===== src/rtl/core/assert_macros.svh =====
// Assertion macros shared by the decoder RTL.
`ifndef ASSERT_MACROS_SVH
`define ASSERT_MACROS_SVH

// Clocked assertion that is switched off while reset is held.
`define TDEC_ASSERT(lbl, clk, rst_n, prop, msg) \
  lbl: assert property (@(posedge clk) disable iff (!rst_n) (prop)) else $error(msg);

// Clocked assertion that is also checked during reset.
`define TDEC_ASSERT_ALWAYS(lbl, clk, prop, msg) \
  lbl: assert property (@(posedge clk) (prop)) else $error(msg);

`endif


===== src/rtl/core/tdec_pkg.sv =====
package tdec_pkg;

  localparam int CODE_W  = 5;
  localparam int WORD_W  = 16;
  localparam int CHAR_W  = 8;
  localparam int CODES_PER_WORD = 3;
  localparam int MAX_RES = 4;
  localparam int SLOT_W  = 2;

  // Queue between front and back.
  localparam int QDEPTH = 2;
  localparam int PTR_W  = (QDEPTH > 1) ? $clog2(QDEPTH) : 1;
  localparam int CNT_W  = $clog2(QDEPTH + 1);

  // Result kinds.
  localparam logic [1:0] KIND_CHAR = 2'd0;
  localparam logic [1:0] KIND_DICT = 2'd1;
  localparam logic [1:0] KIND_END  = 2'd2;

  // Escape state.
  localparam logic [1:0] ESC_NONE = 2'd0;
  localparam logic [1:0] ESC_T0   = 2'd1;
  localparam logic [1:0] ESC_T1   = 2'd2;

  // Code points.
  localparam logic [CODE_W-1:0] CODE_A      = 5'h00;
  localparam logic [CODE_W-1:0] CODE_Z      = 5'h19;
  localparam logic [CODE_W-1:0] CODE_SPACE  = 5'h1a;
  localparam logic [CODE_W-1:0] CODE_PERIOD = 5'h1b;
  localparam logic [CODE_W-1:0] CODE_LF     = 5'h1c;
  localparam logic [CODE_W-1:0] CODE_ESC0   = 5'h1d;
  localparam logic [CODE_W-1:0] CODE_ESC1   = 5'h1e;
  localparam logic [CODE_W-1:0] CODE_END    = 5'h1f;

  // ASCII values.
  localparam logic [CHAR_W-1:0] ASCII_A      = 8'h41;
  localparam logic [CHAR_W-1:0] ASCII_SPACE  = 8'h20;
  localparam logic [CHAR_W-1:0] ASCII_PERIOD = 8'h2e;
  localparam logic [CHAR_W-1:0] ASCII_LF     = 8'h0a;

  typedef struct packed {
    logic [1:0]        kind;
    logic [CHAR_W-1:0] char_code;
    logic              dict_table;
    logic [CODE_W-1:0] dict_index;
  } result_t;

  // All results of one word, packed from slot 0 up.
  typedef struct packed {
    result_t [MAX_RES-1:0] res;
    logic [SLOT_W-1:0]     last_idx;
  } bundle_t;

  typedef struct packed {
    logic full;
    logic empty;
  } q_stat_t;

endpackage


===== src/rtl/core/tdec_in_if.sv =====
interface tdec_in_if;
  logic                            valid;
  logic                            ready;
  logic [tdec_pkg::WORD_W-1:0]     packed_word;
  logic                            message_start;
  logic                            leading_newline;

  modport source (output valid, output packed_word, output message_start,
                  output leading_newline, input ready);
  modport sink   (input valid, input packed_word, input message_start,
                  input leading_newline, output ready);
endinterface


===== src/rtl/core/tdec_out_if.sv =====
interface tdec_out_if;
  logic                            valid;
  logic                            ready;
  logic [1:0]                      kind;
  logic [tdec_pkg::CHAR_W-1:0]     char_code;
  logic                            dict_table;
  logic [tdec_pkg::CODE_W-1:0]     dict_index;
  logic                            last_of_item;

  modport source (output valid, output kind, output char_code, output dict_table,
                  output dict_index, output last_of_item, input ready);
  modport sink   (input valid, input kind, input char_code, input dict_table,
                  input dict_index, input last_of_item, output ready);
endinterface


===== src/rtl/core/tdec_front.sv =====
module tdec_front (
  input  logic              clk,
  input  logic              rst_n,
  tdec_in_if.sink           in_ch,
  input  tdec_pkg::q_stat_t q_stat,
  output logic              push,
  output tdec_pkg::bundle_t push_data
);

  logic [1:0] esc_r, esc_nxt;
  logic       act_r, act_nxt;
  logic [2:0] n_res;
  logic       accept;

  assign in_ch.ready = !q_stat.full;
  assign accept      = in_ch.valid && in_ch.ready;
  assign push        = accept && (n_res != 3'd0);

  always_comb begin
    logic [1:0]                  esc;
    logic                        act;
    logic [2:0]                  n;
    logic [tdec_pkg::CODE_W-1:0] code;
    tdec_pkg::result_t           r;
    logic                        emit;

    esc = in_ch.message_start ? tdec_pkg::ESC_NONE : esc_r;
    act = in_ch.message_start ? 1'b1 : act_r;
    n   = 3'd0;
    push_data = '0;

    if (in_ch.message_start && in_ch.leading_newline) begin
      r = '0;
      r.kind = tdec_pkg::KIND_CHAR;
      r.char_code = tdec_pkg::ASCII_LF;
      push_data.res[0] = r;
      n = 3'd1;
    end

    for (int pos = 0; pos < tdec_pkg::CODES_PER_WORD; pos++) begin
      code = in_ch.packed_word[(tdec_pkg::CODES_PER_WORD - 1 - pos) * tdec_pkg::CODE_W
                               +: tdec_pkg::CODE_W];
      r    = '0;
      emit = 1'b0;
      if (act) begin
        if (esc != tdec_pkg::ESC_NONE) begin
          r.kind       = tdec_pkg::KIND_DICT;
          r.dict_table = (esc == tdec_pkg::ESC_T1);
          r.dict_index = code;
          emit = 1'b1;
          esc  = tdec_pkg::ESC_NONE;
        end else begin
          unique case (code) inside
            [tdec_pkg::CODE_A:tdec_pkg::CODE_Z]: begin
              r.char_code = {3'b000, code} + tdec_pkg::ASCII_A;
              emit = 1'b1;
            end
            tdec_pkg::CODE_SPACE: begin
              r.char_code = tdec_pkg::ASCII_SPACE;
              emit = 1'b1;
            end
            tdec_pkg::CODE_PERIOD: begin
              r.char_code = tdec_pkg::ASCII_PERIOD;
              emit = 1'b1;
            end
            tdec_pkg::CODE_LF: begin
              r.char_code = tdec_pkg::ASCII_LF;
              emit = 1'b1;
            end
            tdec_pkg::CODE_ESC0, tdec_pkg::CODE_ESC1: begin
              esc = (code == tdec_pkg::CODE_ESC1) ? tdec_pkg::ESC_T1 : tdec_pkg::ESC_T0;
            end
            default: begin
              r.kind = tdec_pkg::KIND_END;
              emit = 1'b1;
              act  = 1'b0;
              esc  = tdec_pkg::ESC_NONE;
            end
          endcase
        end
      end
      if (emit) begin
        push_data.res[n[tdec_pkg::SLOT_W-1:0]] = r;
        n = n + 3'd1;
      end
    end

    n_res   = n;
    push_data.last_idx = tdec_pkg::SLOT_W'(n - 3'd1);
    esc_nxt = esc;
    act_nxt = act;
  end

  always_ff @(posedge clk) begin
    if (!rst_n) begin
      esc_r <= tdec_pkg::ESC_NONE;
      act_r <= 1'b0;
    end else if (accept) begin
      esc_r <= esc_nxt;
      act_r <= act_nxt;
    end
  end

endmodule


===== src/rtl/core/tdec_fifo.sv =====
`include "assert_macros.svh"

module tdec_fifo (
  input  logic              clk,
  input  logic              rst_n,
  input  logic              push,
  input  tdec_pkg::bundle_t push_data,
  input  logic              pop,
  output tdec_pkg::bundle_t head,
  output tdec_pkg::q_stat_t q_stat
);

  tdec_pkg::bundle_t mem [tdec_pkg::QDEPTH];

  logic [tdec_pkg::PTR_W-1:0] wr_ptr_r, wr_ptr_nxt;
  logic [tdec_pkg::PTR_W-1:0] rd_ptr_r, rd_ptr_nxt;
  logic [tdec_pkg::CNT_W-1:0] count_r, count_nxt;

  assign q_stat.full  = (count_r == tdec_pkg::CNT_W'(tdec_pkg::QDEPTH));
  assign q_stat.empty = (count_r == '0);
  assign head         = mem[rd_ptr_r];

  always_comb begin
    wr_ptr_nxt = wr_ptr_r;
    rd_ptr_nxt = rd_ptr_r;
    count_nxt  = count_r;
    if (push) begin
      wr_ptr_nxt = (wr_ptr_r == tdec_pkg::PTR_W'(tdec_pkg::QDEPTH - 1)) ? '0
                                                                       : wr_ptr_r + 1'b1;
    end
    if (pop) begin
      rd_ptr_nxt = (rd_ptr_r == tdec_pkg::PTR_W'(tdec_pkg::QDEPTH - 1)) ? '0
                                                                       : rd_ptr_r + 1'b1;
    end
    case ({push, pop})
      2'b10:   count_nxt = count_r + 1'b1;
      2'b01:   count_nxt = count_r - 1'b1;
      default: count_nxt = count_r;
    endcase
  end

  always_ff @(posedge clk) begin
    if (!rst_n) begin
      wr_ptr_r <= '0;
      rd_ptr_r <= '0;
      count_r  <= '0;
    end else begin
      wr_ptr_r <= wr_ptr_nxt;
      rd_ptr_r <= rd_ptr_nxt;
      count_r  <= count_nxt;
    end
  end

  always_ff @(posedge clk) begin
    if (push) begin
      mem[wr_ptr_r] <= push_data;
    end
  end

  `TDEC_ASSERT(a_no_push_full, clk, rst_n, push |-> !q_stat.full, "push into full queue")
  `TDEC_ASSERT(a_no_pop_empty, clk, rst_n, pop |-> !q_stat.empty, "pop from empty queue")
  `TDEC_ASSERT(a_count_bound, clk, rst_n, count_r <= tdec_pkg::CNT_W'(tdec_pkg::QDEPTH), "queue count out of range")

endmodule


===== src/rtl/core/tdec_back.sv =====
`include "assert_macros.svh"

module tdec_back (
  input  logic              clk,
  input  logic              rst_n,
  input  tdec_pkg::bundle_t head,
  input  tdec_pkg::q_stat_t q_stat,
  output logic              pop,
  tdec_out_if.source        out_ch
);

  logic [tdec_pkg::SLOT_W-1:0] slot_r, slot_nxt;
  tdec_pkg::result_t           cur;
  logic                        is_last;
  logic                        beat;

  assign cur     = head.res[slot_r];
  assign is_last = (slot_r == head.last_idx);
  assign beat    = out_ch.valid && out_ch.ready;
  assign pop     = beat && is_last;

  assign out_ch.valid        = !q_stat.empty;
  assign out_ch.kind         = cur.kind;
  assign out_ch.char_code    = cur.char_code;
  assign out_ch.dict_table   = cur.dict_table;
  assign out_ch.dict_index   = cur.dict_index;
  assign out_ch.last_of_item = is_last;

  always_comb begin
    slot_nxt = slot_r;
    if (beat) begin
      slot_nxt = is_last ? '0 : slot_r + 1'b1;
    end
  end

  always_ff @(posedge clk) begin
    if (!rst_n) begin
      slot_r <= '0;
    end else begin
      slot_r <= slot_nxt;
    end
  end

  `TDEC_ASSERT(a_slot_in_bundle, clk, rst_n, out_ch.valid |-> (slot_r <= head.last_idx), "slot past last result")
  `TDEC_ASSERT(a_idle_slot_zero, clk, rst_n, !out_ch.valid |-> (slot_r == '0), "slot not rewound while idle")

endmodule


===== src/rtl/core/packed_five_bit_text_decoder_unit.sv =====
// Packed five-bit text decoder. Each input beat carries a 16-bit word with
// three 5-bit codes (bits 14:10 first, then 9:5, then 4:0; bit 15 unused) and
// the message_start and leading_newline flags. Every word produces zero to
// four result beats: letters, space, period and line feed as ASCII characters
// (kind 0), dictionary references after an escape code (kind 1, table 0 after
// code 29, table 1 after code 30, even across a word boundary), and the end
// marker (kind 2) for code 31, after which words are dropped until the next
// message start. The final result of each word carries last_of_item. Words
// that produce nothing (dropped words, words of escapes only) yield no beat.
// Rate: the front decodes a whole word combinationally and takes a word every
// cycle while the two-entry result queue has room; the back sends one result
// per cycle while the output is ready. The first result of a word is
// registered in the queue before it is offered on the output.

module packed_five_bit_text_decoder_unit (
  input  logic       clk,
  input  logic       rst_n,
  tdec_in_if.sink    in_ch,
  tdec_out_if.source out_ch
);

  // Queue signals between the decode front and the serializing back.
  logic              push;
  logic              pop;
  tdec_pkg::bundle_t push_data;
  tdec_pkg::bundle_t head;
  tdec_pkg::q_stat_t q_stat;

  // The front keeps the escape and message state and turns one word into a
  // packed bundle of results, compacted from slot zero upward.
  tdec_front u_front (
    .clk       (clk),
    .rst_n     (rst_n),
    .in_ch     (in_ch),
    .q_stat    (q_stat),
    .push      (push),
    .push_data (push_data)
  );

  // The queue decouples the two sides so that a stalled output does not
  // block decoding until the queue is full.
  tdec_fifo u_fifo (
    .clk       (clk),
    .rst_n     (rst_n),
    .push      (push),
    .push_data (push_data),
    .pop       (pop),
    .head      (head),
    .q_stat    (q_stat)
  );

  // The back walks the head bundle one result per beat and pops it after
  // its last result has been taken.
  tdec_back u_back (
    .clk    (clk),
    .rst_n  (rst_n),
    .head   (head),
    .q_stat (q_stat),
    .pop    (pop),
    .out_ch (out_ch)
  );

endmodule


===== src/flat_wrapper.sv =====
// flat-port wrapper written by rule: the top's interface ports become plain ports
module packed_five_bit_text_decoder_unit_flat 
  (clk, rst_n, in_ch_valid, in_ch_packed_word, in_ch_message_start, in_ch_leading_newline, in_ch_ready, out_ch_valid, out_ch_kind, out_ch_char_code, out_ch_dict_table, out_ch_dict_index, out_ch_last_of_item, out_ch_ready);
  tdec_in_if in_ch_i ();
  tdec_out_if out_ch_i ();
  input  logic clk;
  input  logic rst_n;
  input wire logic [$bits(in_ch_i.valid)-1:0] in_ch_valid;
  input wire logic [$bits(in_ch_i.packed_word)-1:0] in_ch_packed_word;
  input wire logic [$bits(in_ch_i.message_start)-1:0] in_ch_message_start;
  input wire logic [$bits(in_ch_i.leading_newline)-1:0] in_ch_leading_newline;
  output wire logic [$bits(in_ch_i.ready)-1:0] in_ch_ready;
  output wire logic [$bits(out_ch_i.valid)-1:0] out_ch_valid;
  output wire logic [$bits(out_ch_i.kind)-1:0] out_ch_kind;
  output wire logic [$bits(out_ch_i.char_code)-1:0] out_ch_char_code;
  output wire logic [$bits(out_ch_i.dict_table)-1:0] out_ch_dict_table;
  output wire logic [$bits(out_ch_i.dict_index)-1:0] out_ch_dict_index;
  output wire logic [$bits(out_ch_i.last_of_item)-1:0] out_ch_last_of_item;
  input wire logic [$bits(out_ch_i.ready)-1:0] out_ch_ready;
  assign in_ch_i.valid = in_ch_valid;
  assign in_ch_i.packed_word = in_ch_packed_word;
  assign in_ch_i.message_start = in_ch_message_start;
  assign in_ch_i.leading_newline = in_ch_leading_newline;
  assign in_ch_ready = in_ch_i.ready;
  assign out_ch_valid = out_ch_i.valid;
  assign out_ch_kind = out_ch_i.kind;
  assign out_ch_char_code = out_ch_i.char_code;
  assign out_ch_dict_table = out_ch_i.dict_table;
  assign out_ch_dict_index = out_ch_i.dict_index;
  assign out_ch_last_of_item = out_ch_i.last_of_item;
  assign out_ch_i.ready = out_ch_ready;
  packed_five_bit_text_decoder_unit u_core (.clk(clk), .rst_n(rst_n), .in_ch(in_ch_i), .out_ch(out_ch_i));
endmodule

===== config.mk =====
export PLATFORM = sky130hd
export DESIGN_NAME = packed_five_bit_text_decoder_unit_flat
export DESIGN_NICKNAME = d
export VERILOG_FILES = /design/src/rtl/core/tdec_pkg.sv /design/src/rtl/core/tdec_in_if.sv /design/src/rtl/core/tdec_out_if.sv /design/src/rtl/core/tdec_front.sv /design/src/rtl/core/tdec_fifo.sv /design/src/rtl/core/tdec_back.sv /design/src/rtl/core/packed_five_bit_text_decoder_unit.sv /design/src/flat_wrapper.sv
export VERILOG_INCLUDE_DIRS = /design/src /design/src/rtl/core
export SDC_FILE = /design/constraint.sdc
export NUM_CORES = 1
export LEC_CHECK = 0
export ABC_AREA = 1
export BUFFER_PORTS_ARGS = -buffer_cell sky130_fd_sc_hd__buf_2
export CAP_MARGIN = 20
export CORE_AREA = 5 5 183 150
export CTS_BUF_LIST = sky130_fd_sc_hd__clkbuf_4 sky130_fd_sc_hd__clkbuf_8 sky130_fd_sc_hd__clkbuf_16
export DETAILED_ROUTE_END_ITERATION = 7
export DIE_AREA = 0 0 188 155
export PLACE_DENSITY = 0.49
export SYNTH_ARGS = -nofsm -noshare
export SYNTH_HDL_FRONTEND = slang
export SYNTH_SLANG_ARGS = --single-unit

===== constraint.sdc =====
create_clock -name clk -period 6.13 [get_ports clk]
set_input_delay 0.613 -clock clk [delete_from_list [all_inputs] [get_ports clk]]
set_output_delay 0.613 -clock clk [all_outputs]
set_load 0.01 [all_outputs]

Word-level counts from Yosys, hierarchy flattened. Memory sizes are Yosys's and may differ from the RTL's. A register that Yosys moved wholly into a read port is not among the register bits. Index checks and enable logic that the tools add are counted.

Reductions and logical operators: 28. Eq/ne operators: 22. $add $sub $neg: 12. Magnitude comparators: 13. Multiplexer cells: 77.

Operator list (number): $bwmux 64 (3); $mux 64 (3); $mux 16 (7); $demux 16 s2 (3); $pmux 8 s4 (3); $eq 5x5->1 const B (15); $mux 2 (17); $bmux 16 s2 (1); $mux 1 (26); $add 5x7->8 const B (3); $mux 8 (3); $mux 6 (3); $reduce_or 6->1 (3); $pmux 2 s2 (4); $ge 5x1->1 const B (3); $le 5x5->1 const B (3); $lt 2x3->1 const B (4); $reduce_or 4->1 (3); $logic_and 1x1->1 (11); $eq 2x2->1 const B (5); $mux 10 (1); $add 3x1->3 const B (3); $mux 3 (3); $reduce_bool 2->1 (4); other kinds (10) (18).

Output and inout port bits: 19. Memories: 1. Bits of input ports: 22. Register bits: 9. Memory bits (writable): 132. Logic and storage cells: 159.

Memory list: u_core.u_fifo.mem (depth 2, width 66, rd ports 1, clocked after Yosys merged registers in 1, wr ports 1, line tdec_fifo.sv:13) `tdec_pkg::bundle_t mem [tdec_pkg::QDEPTH];`.

Depth between registers and ports, before layout. Gate-level depths: netlist of run 1.

Word-level depth: 17. Gate-level depth with buffers: 26. Depth with buffers taken out: 25.

By module. Synthesis of run 1 repeated with hierarchy kept, for this count alone.

Cells, all modules: 924. Area, all modules: 8851.0 µm².

By module, submodules not included: tdec_fifo (area each 5149.9 µm², sequential area each 4063.9 µm², times used 1, cells each 240); tdec_front (area each 2846.5 µm², sequential area each 60.1 µm², times used 1, cells each 567); tdec_back (area each 854.6 µm², sequential area each 40.0 µm², times used 1, cells each 117).

Least setup slack after synthesis of run 1. OpenSTA, ideal clock, no wires.

Path kind: input to register. Start: input port in_ch_packed_word[11]. End: memory u_core.u_fifo.mem[0][0] in the netlist's numbering, enable pin. Stages on the path: 20. Path buffers: 0. Library setup time: 0.482 ns. Arrival: 5.573 ns. Data required time: 5.648 ns. Path slack: 0.075 ns. Cells stage by stage: inv_1 > ha_1 > nand2_1 > inv_1 > nand2_1 > o21ai_0 > a21oi_1 > inv_1 > ha_1 > or2_2 > nand2_1 > inv_1 > ha_1 > inv_1 > nand4_1 > nand2_1 > nand3_1 > nand3_1 > nand2_1 > nor2_1.

Cells in the longest elaborated chain, start to end: 17. Elaborated cells on any way between the ends: 41. Those cells by class: add/sub: 2; order compare: 2; eq/ne: 5; mux: 24; reduce/logical: 8.

RTL lines: start, declared (line flat_wrapper.sv:9) `input wire logic [$bits(in_ch_i.packed_word)-1:0] in_ch_packed_word;`; parallel branches: the longest is 12 deep, another holds $ge 5x1->1; $mux 3 * (line tdec_front.sv:82) `if (emit) begin`; $reduce_bool 3->1 * (line tdec_front.sv:17) `assign push = accept && (n_res != 3'd0);`; $logic_and 1x1->1 * (line tdec_front.sv:17); $mux 1 * (line tdec_fifo.sv:55) `if (push) begin`; $mux 1 (not written as such) * (line tdec_fifo.sv:56) `mem[wr_ptr_r] <= push_data;`; end, declared (line tdec_fifo.sv:13).

Mark *: on every way between the ends.

Worst setup path in the final report of run 1.
Start: input port in_ch_packed_word[10]. End: memory u_core.u_fifo.mem[1][14] in the netlist's numbering, enable pin.

Same word-level chain as after synthesis.

==> results of run 1 <==
## flip-flops by register name, summed over array words and instances, names as in the netlist, named ones only
signal / flops
u_core.u_fifo.mem: 124
u_core.u_back.slot_r: 2
u_core.u_fifo.count_r: 2
u_core.u_fifo.wr_ptr_r: 1
u_core.u_fifo.rd_ptr_r: 1
u_core.u_front.esc_r: 2
u_core.u_front.act_r: 1
## cells by family (layout without fill, tap and decap cells)
| group | count (synthesis) | in the layout | share of synthesized area (%) |
|---|---|---|---|
| buffers and inverters | 121 | 168 | 6.60 |
| XOR/XNOR | 6 | 6 | 0.700 |
| adder cells (fa/ha/maj) | 20 | 20 | 3.33 |
| AND/OR/NAND/NOR | 320 | 320 | 19.7 |
| flip-flops | 134 | 134 | 52.2 |
| other | 1 | 1 | 0.0499 |
| AO/OA/AOI/OAI | 216 | 216 | 17.4 |
## final cells by class
cell class | instances | area share [%]
clock inverter | 15 | 1.77
inverter | 88 | 3.88
clock buffer | 17 | 4.92
timing repair buffer | 48 | 3.36
multi-input combinational | 563 | 35.9
sequential | 134 | 45.4
tap | 330 | 4.78
## layer usage
layer	track usage (%)	vias to the layer above	wire (µm)
met5	0	-	0
met4	4.40	0	318
met3	3.16	26	1170
met2	23.8	144	9890
met1	20.8	2883	10200
li1	-	2938	-
## metrics by stage
stage / hold slack (ns) / util [%] / total power (W) / setup WS (ns) / area [µm²]
2_1_floorplan: 0.458 / - / 0.00182 / 0.0752 / 7510
3_3_place_gp: 0.471 / 31.5 / 0.00212 / 1.13 / 8060
3_5_place_dp: 0.480 / 31.5 / 0.00213 / 1.06 / 8060
4_1_cts: 0.473 / 33.8 / 0.00312 / 1.49 / 8640
5_1_grt: 0.501 / 33.8 / 0.00326 / 1.14 / 8640
6_report: 0.489 / 33.8 / 0.00309 / 1.42 / 8640
## cell usage after synthesis, types with 2 or more instances
library cell,n
nand2_4,3
nand2_1,98
nor3_1,3
o21ai_1,27
inv_4,2
o21ai_0,85
nor2_4,3
o221ai_1,2
buf_4,3
dfxtp_1,10
o22ai_2,10
buf_6,3
inv_1,73
edfxtp_1,124
nor2_2,2
buf_2,2
nand3_2,3
nand3_1,38
o21a_1,3
nor2_1,143
a21oi_1,13
a31oi_1,19
inv_2,11
ha_1,20
nand2_8,3
o22ai_1,41
nand4_1,8
o211ai_1,5
xor2_1,5
clkinv_1,2
nand2_2,9
o21ai_2,3
clkbuf_1,25
o31ai_1,2
a21oi_2,2
nor2_8,2
## cell usage in the layout (no fill, tap or decap), drive strengths merged, types with 3 or more instances in the layout
| cell type | netlist | routed |
|---|---|---|
| a21oi | 15 | 15 |
| a31oi | 19 | 19 |
| buf | 8 | 48 |
| clkbuf | 25 | 17 |
| clkinv | 2 | 9 |
| clkinvlp | 0 | 3 |
| dfxtp | 10 | 10 |
| edfxtp | 124 | 124 |
| ha | 20 | 20 |
| inv | 86 | 89 |
| nand2 | 113 | 113 |
| nand3 | 42 | 42 |
| nand4 | 8 | 8 |
| nor2 | 150 | 150 |
| nor3 | 4 | 4 |
| o211ai | 5 | 5 |
| o21a | 3 | 3 |
| o21ai | 116 | 116 |
| o22ai | 51 | 51 |
| xor2 | 5 | 5 |
## power breakdown
part,internal (W),switching (W),leakage [nW]
clock,0.000599,0.000394,0.275
combinational,0.000257,0.000609,1.82
sequential,0.00120,0.0000334,1.30
total,0.00205,0.00104,3.39
## critical path: cells and delay by family
family                     cells  cell delay (ns)
buffers and inverters          8             1.64
AOI/OAI and AO/OA              2             0.42
adders and majority gates      3             0.95
and+or+nand+nor                8             1.16
## worst max-delay path by stage
stage | cells after the start | to | slack, ns
floorplan | 20 | u_core.u_fifo.mem[0][0] | 0.08
global placement | 21 | u_core.u_fifo.mem[1][25] | 1.13
detailed placement | 21 | u_core.u_fifo.mem[1][25] | 1.06
CTS | 21 | u_core.u_fifo.mem[1][45] | 1.49
global route | 21 | u_core.u_fifo.mem[1][14] | 1.14
finish | 21 | u_core.u_fifo.mem[1][14] | 1.42
==> results.toml, run 1 <==
[status]
status = "finished clean"

[clocking]
clockBufferDepth = 2
ctsResizeCount = 0
clock_sinks = 134
numCtsBuffers = 17
cts.hold.buffers_added = 0
clock-root-buffer = "clkbuf_16"
clk_pin_slew_worst_paths_ns = 0.06
cts_tree = "done"
post_cts_buffers = 0
cts-htree-levels = 4
clk_latency_ns = 0.42

[sta]
tns_ns = 0
finalMaxSlewViolations = 0
min_period_ns = 4.71
slew_headroom_pct = 43.5
finalCritPeriodShare_pct = 76.9
worstMarginPinSlew_ns = 0.836
hold_viol_final = 0
setup_viol = 0
rsz0062_at_grt = "false"
max_clock_freq_ghz = 0.212
skew_ns = 0.0133

[finish]
stdcell_count = 1195
nets = 894
n_fill_cell = 2643
area_growth_pct = 15.1
layout-drive-gt1-share_pct = 16.1
seqCellArea_mm2 = 0.00393
multiInputGateArea_mm2 = 0.00310
antenna_cells = 0

[synthesis]
ys_async_sr_fraction_pct = 0
synth-seq-cells = 134
synth_area_leaders = "edfxtp_1 (50%), nor2_1 (7.1%), o21ai_0 (5.7%), nand2_1 (4.9%), inv_1 (3.6%)"
synth_edf_count = 124
yosysWarnings = 0
yosysUniqueCellTypes = 47
seq_area_frac_synth_pct = 52.2
synth_top_cell_by_area = "edfxtp_1"
synth_nets = 860
synth_area_per_cell_um2 = 9.18
netlist_instances = 818
synth_top_area_share_pct = 49.6
synth_flop_cell = "edfxtp_1"
synth_area_mm2 = 0.00751

[drt]
drt_iter0_markers = 421
wl_per_cell_um = 18.1
drc_errors = 0
avgViaCountPerCell = 5.01
drt_first_pass_iters = 5
ant_nets = 0
drt_wl_total_um = 21600
num_vias = 5991

[floorplanning]
die_x_um = 188
io_pins = 41
die-area_mm2 = 0.0291
die_y_um = 155
core.rowCount = 53
start_util_pct = 29.3
core-area_mm2 = 0.0256

[pwr]
ir_worst_vdd_v = 0.000176
total_leakage_power_nw = 3.39
power_density_mw_per_mm2 = 357

[worst_setup_path]
required_ns = 6.23
worstSetupStartpoint = "in_ch_packed_word[10]"
crit_chain = "buf_2 -> inv_1 -> ha_1 -> nand2_1 -> o21ai_0 -> a21oi_1 -> inv_1 -> ha_1 -> nand2_1 -> nand2_1 -> inv_1 -> ha_1 -> inv_1 -> buf_4 -> nand4_1 -> nand2_1 -> nand3_1 -> nand3_1 -> nand3_1 -> inv_2 -> buf_4"
r2r_slack_ns = 1.80
worstReg2RegEnd = "u_core.u_fifo.mem[1][14]"
cp-end-kind = "register"
crit_path_max_incr_delay_ns = 0.43
r2r_cells = 20
regToRegStartpoint = "u_core.u_front.act_r"
crit_arrival_ns = 4.81
path_class = "in -> reg"
critPathSlowestCell = "ha_1"
start_kind = "primary input"
cp_max_fo = 18

[global_route]
grt_overflow = 0
grt_pass1_vias = 5730
grt_max_degree = 63
antenna_found_initial = 0
grt_pass1_wl_um = 33500
grt_usage_pct = 15.0

[hold_path]
hold_path_depth = 2
hold_end = "u_core.u_fifo.count_r[1]"
hp-start = "u_core.u_fifo.count_r[1]"
hp-class = "reg -> reg"

[placed_design]
dpl.cell_count = 1163
portBuffers = 38
place_congestion = 0.917
dp_hpwl_um = 15200

[job]
max_cap_violations = 0
Power figures use the tool's default switching activity.
==> inputs of run 2 (changes only) <==
PLACE_DENSITY = 0.48   (was 0.49)
clock period = 4.8 ns   (was 6.13 ns; I/O delays follow)
==> run 2 against run 1 <==
Net effect: clock-buffer cell count grew 2; register-to-register slack got worse by 0.72 ns; final area grew 1.2%; sequential power grew 28%; die area is the same.
==> results.toml, run 2 (synthesis results as in run 1) <==
[worst_setup_path]
path_class = "in -> reg"
crit_arrival_ns = 4.11
critPathSlowestCell = "ha_1"
cp-end-kind = "register"
required_ns = 4.93
cp_top_family = "simple AND/OR/NAND/NOR gates"
cp_max_fo = 9
critical_path_buf_inv_count = 7
crit_path_max_incr_delay_ns = 0.41
crit_chain = "buf_2 -> inv_1 -> ha_1 -> nand2_1 -> inv_1 -> nand2_1 -> o21ai_0 -> a21oi_1 -> inv_1 -> ha_1 -> or2_2 -> nand2_1 -> inv_1 -> ha_1 -> inv_1 -> nand4_1 -> nand2_1 -> nand3_1 -> nand3_1 -> nand2_1 -> nor2_4 -> buf_4"
start_kind = "primary input"

[sta]
finalMaxSlewViolations = 0
setup_ws_ns = 0.819
slew_headroom_pct = 39.4
fin_hold_ws_ns = 0.371
worstMarginPinSlew_ns = 0.898
tns_ns = 0
setup_viol = 0
finalCritPeriodShare_pct = 82.9
max_clock_freq_ghz = 0.251
rsz0062_at_grt = "false"
skew_ns = 0.00713
hold_viol_final = 0
min_period_ns = 3.98

[global_route]
grt_pass1_vias = 5740
grt_max_degree = 63
grt_pass1_wl_um = 34100
grt_overflow = 0
antenna_found_initial = 2
grt_usage_pct = 15.2

[placed_design]
portBuffers = 38
dp_slack_ns = 0.364
place_congestion = 0.932
dp_hpwl_um = 15700

[clocking]
clk_latency_ns = 0.42
cts_tree = "done"
cts.hold.buffers_added = 0
numCtsBuffers = 17
clk_pin_slew_worst_paths_ns = 0.06
clock_sinks = 134
ctsResizeCount = 0
clock-root-buffer = "clkbuf_16"
clockBufferDepth = 2
cts-htree-levels = 4
post_cts_buffers = 0

[floorplanning]
io_pins = 41
die_y_um = 155
die_x_um = 188
die-area_mm2 = 0.0291
core.rowCount = 53
core-area_mm2 = 0.0256
start_util_pct = 29.3

[finish]
n_fill_cell = 2672
largest_register = "u_core.u_fifo.mem"
nets = 903
largest_reg_flops = 124
final_common_cell = "nor2_1"
layout_common_cells = "nor2_1 (142), edfxtp_1 (124), nand2_1 (98), o21ai_0 (85), inv_1 (72)"
layout-drive-gt1-share_pct = 17.0
area_growth_pct = 16.4

[pwr]
combPwrFrac_pct = 28.9
p_switching_w = 0.00135
power_density_mw_per_mm2 = 454
clkPwrFrac_pct = 31.6
p_seq_share_pct = 39.5
internal_power_w = 0.00262
total_leakage_power_nw = 3.44
power_switching_share_pct = 34.0
ir_worst_vdd_v = 0.000214

[drt]
wl_per_cell_um = 18.2
drt_first_pass_iters = 5
ant_nets = 0
drt_wl_total_um = 21900
drt_iter0_markers = 424
num_vias = 5963
drc_errors = 0
avgViaCountPerCell = 4.95

[hold_path]
hp-class = "in -> reg"

[job]
max_cap_violations = 0

[status]
status = "finished clean"
[run 2: changes by cell type in the layout (fill, tap and decap cells not counted), sizes merged]
| cell | before | now |
|---|---|---|
| buf | 48 | 57 |
| clkinv | 9 | 6 |
| clkbuf | 17 | 19 |
| bufinv | 2 | 1 |
| clkinvlp | 3 | 4 |
| diode | 0 | 1 |
| inv | 89 | 90 |
[run 2: routing by layer]
layer  up-vias  GRT usage (%)  wire length (µm)
met3        26           2.87               927
met2       122           24.0              9960
met5         -              0                13
li1       2953              -                 -
met1      2860           21.4             10700
met4         2           4.12               296
[run 2: stage by stage]
| step | utilization [%] | instances | instance area, µm² | total power (W) |
|---|---|---|---|---|
| finish | 34.2 | 1205 | 8740 | 0.00397 |
| global route | 34.2 | 1205 | 8740 | 0.00420 |
| CTS | 34.2 | 1204 | 8740 | 0.00402 |
| detailed placement | 32.0 | 1172 | 8180 | 0.00277 |
| global placement | 32.0 | 1172 | 8180 | 0.00275 |
| floorplan | - | 818 | 7520 | 0.00232 |
[run 2: path summary, 6_finish.rpt]
path	from	endpoint	slack [ns]	cells after the start
min	rst_n	u_core.u_fifo.wr_ptr_r	0.37	3
max	in_ch_packed_word[11]	u_core.u_fifo.mem[0][12]	0.82	22
max reg2reg	u_core.u_front.esc_r[1]	u_core.u_fifo.mem[0][12]	1.08	16
min reg2reg	u_core.u_fifo.count_r[1]	u_core.u_fifo.count_r[1]	0.48	2
[run 2: worst min-delay path, stage by stage]
cell	delay, ns
buf_2	0.15
nand2_1	0.08
nor2_1	0.04
[run 2: power by group through the flow]
stage                     clock (W)  sequential, W  combinational (W)
after global routing        0.00133        0.00158            0.00128
after CTS                   0.00127        0.00157            0.00118
final                       0.00125        0.00157            0.00115
after floorplan                   0        0.00159           0.000731
after detailed placement          0        0.00159            0.00117
after global placement            0        0.00159            0.00116
[run 2: final cells by class]
class / count / area (µm²) / area share [%]
inverter: 88 / 335 / 3.83
clock buffer: 19 / 440 / 5.04
timing repair buffer: 57 / 408 / 4.66
clock inverter: 13 / 123 / 1.40
sequential: 134 / 3930 / 44.9
antenna: 1 / 2.50 / 0.0286
tap: 330 / 413 / 4.72
multi-input combinational: 563 / 3100 / 35.4
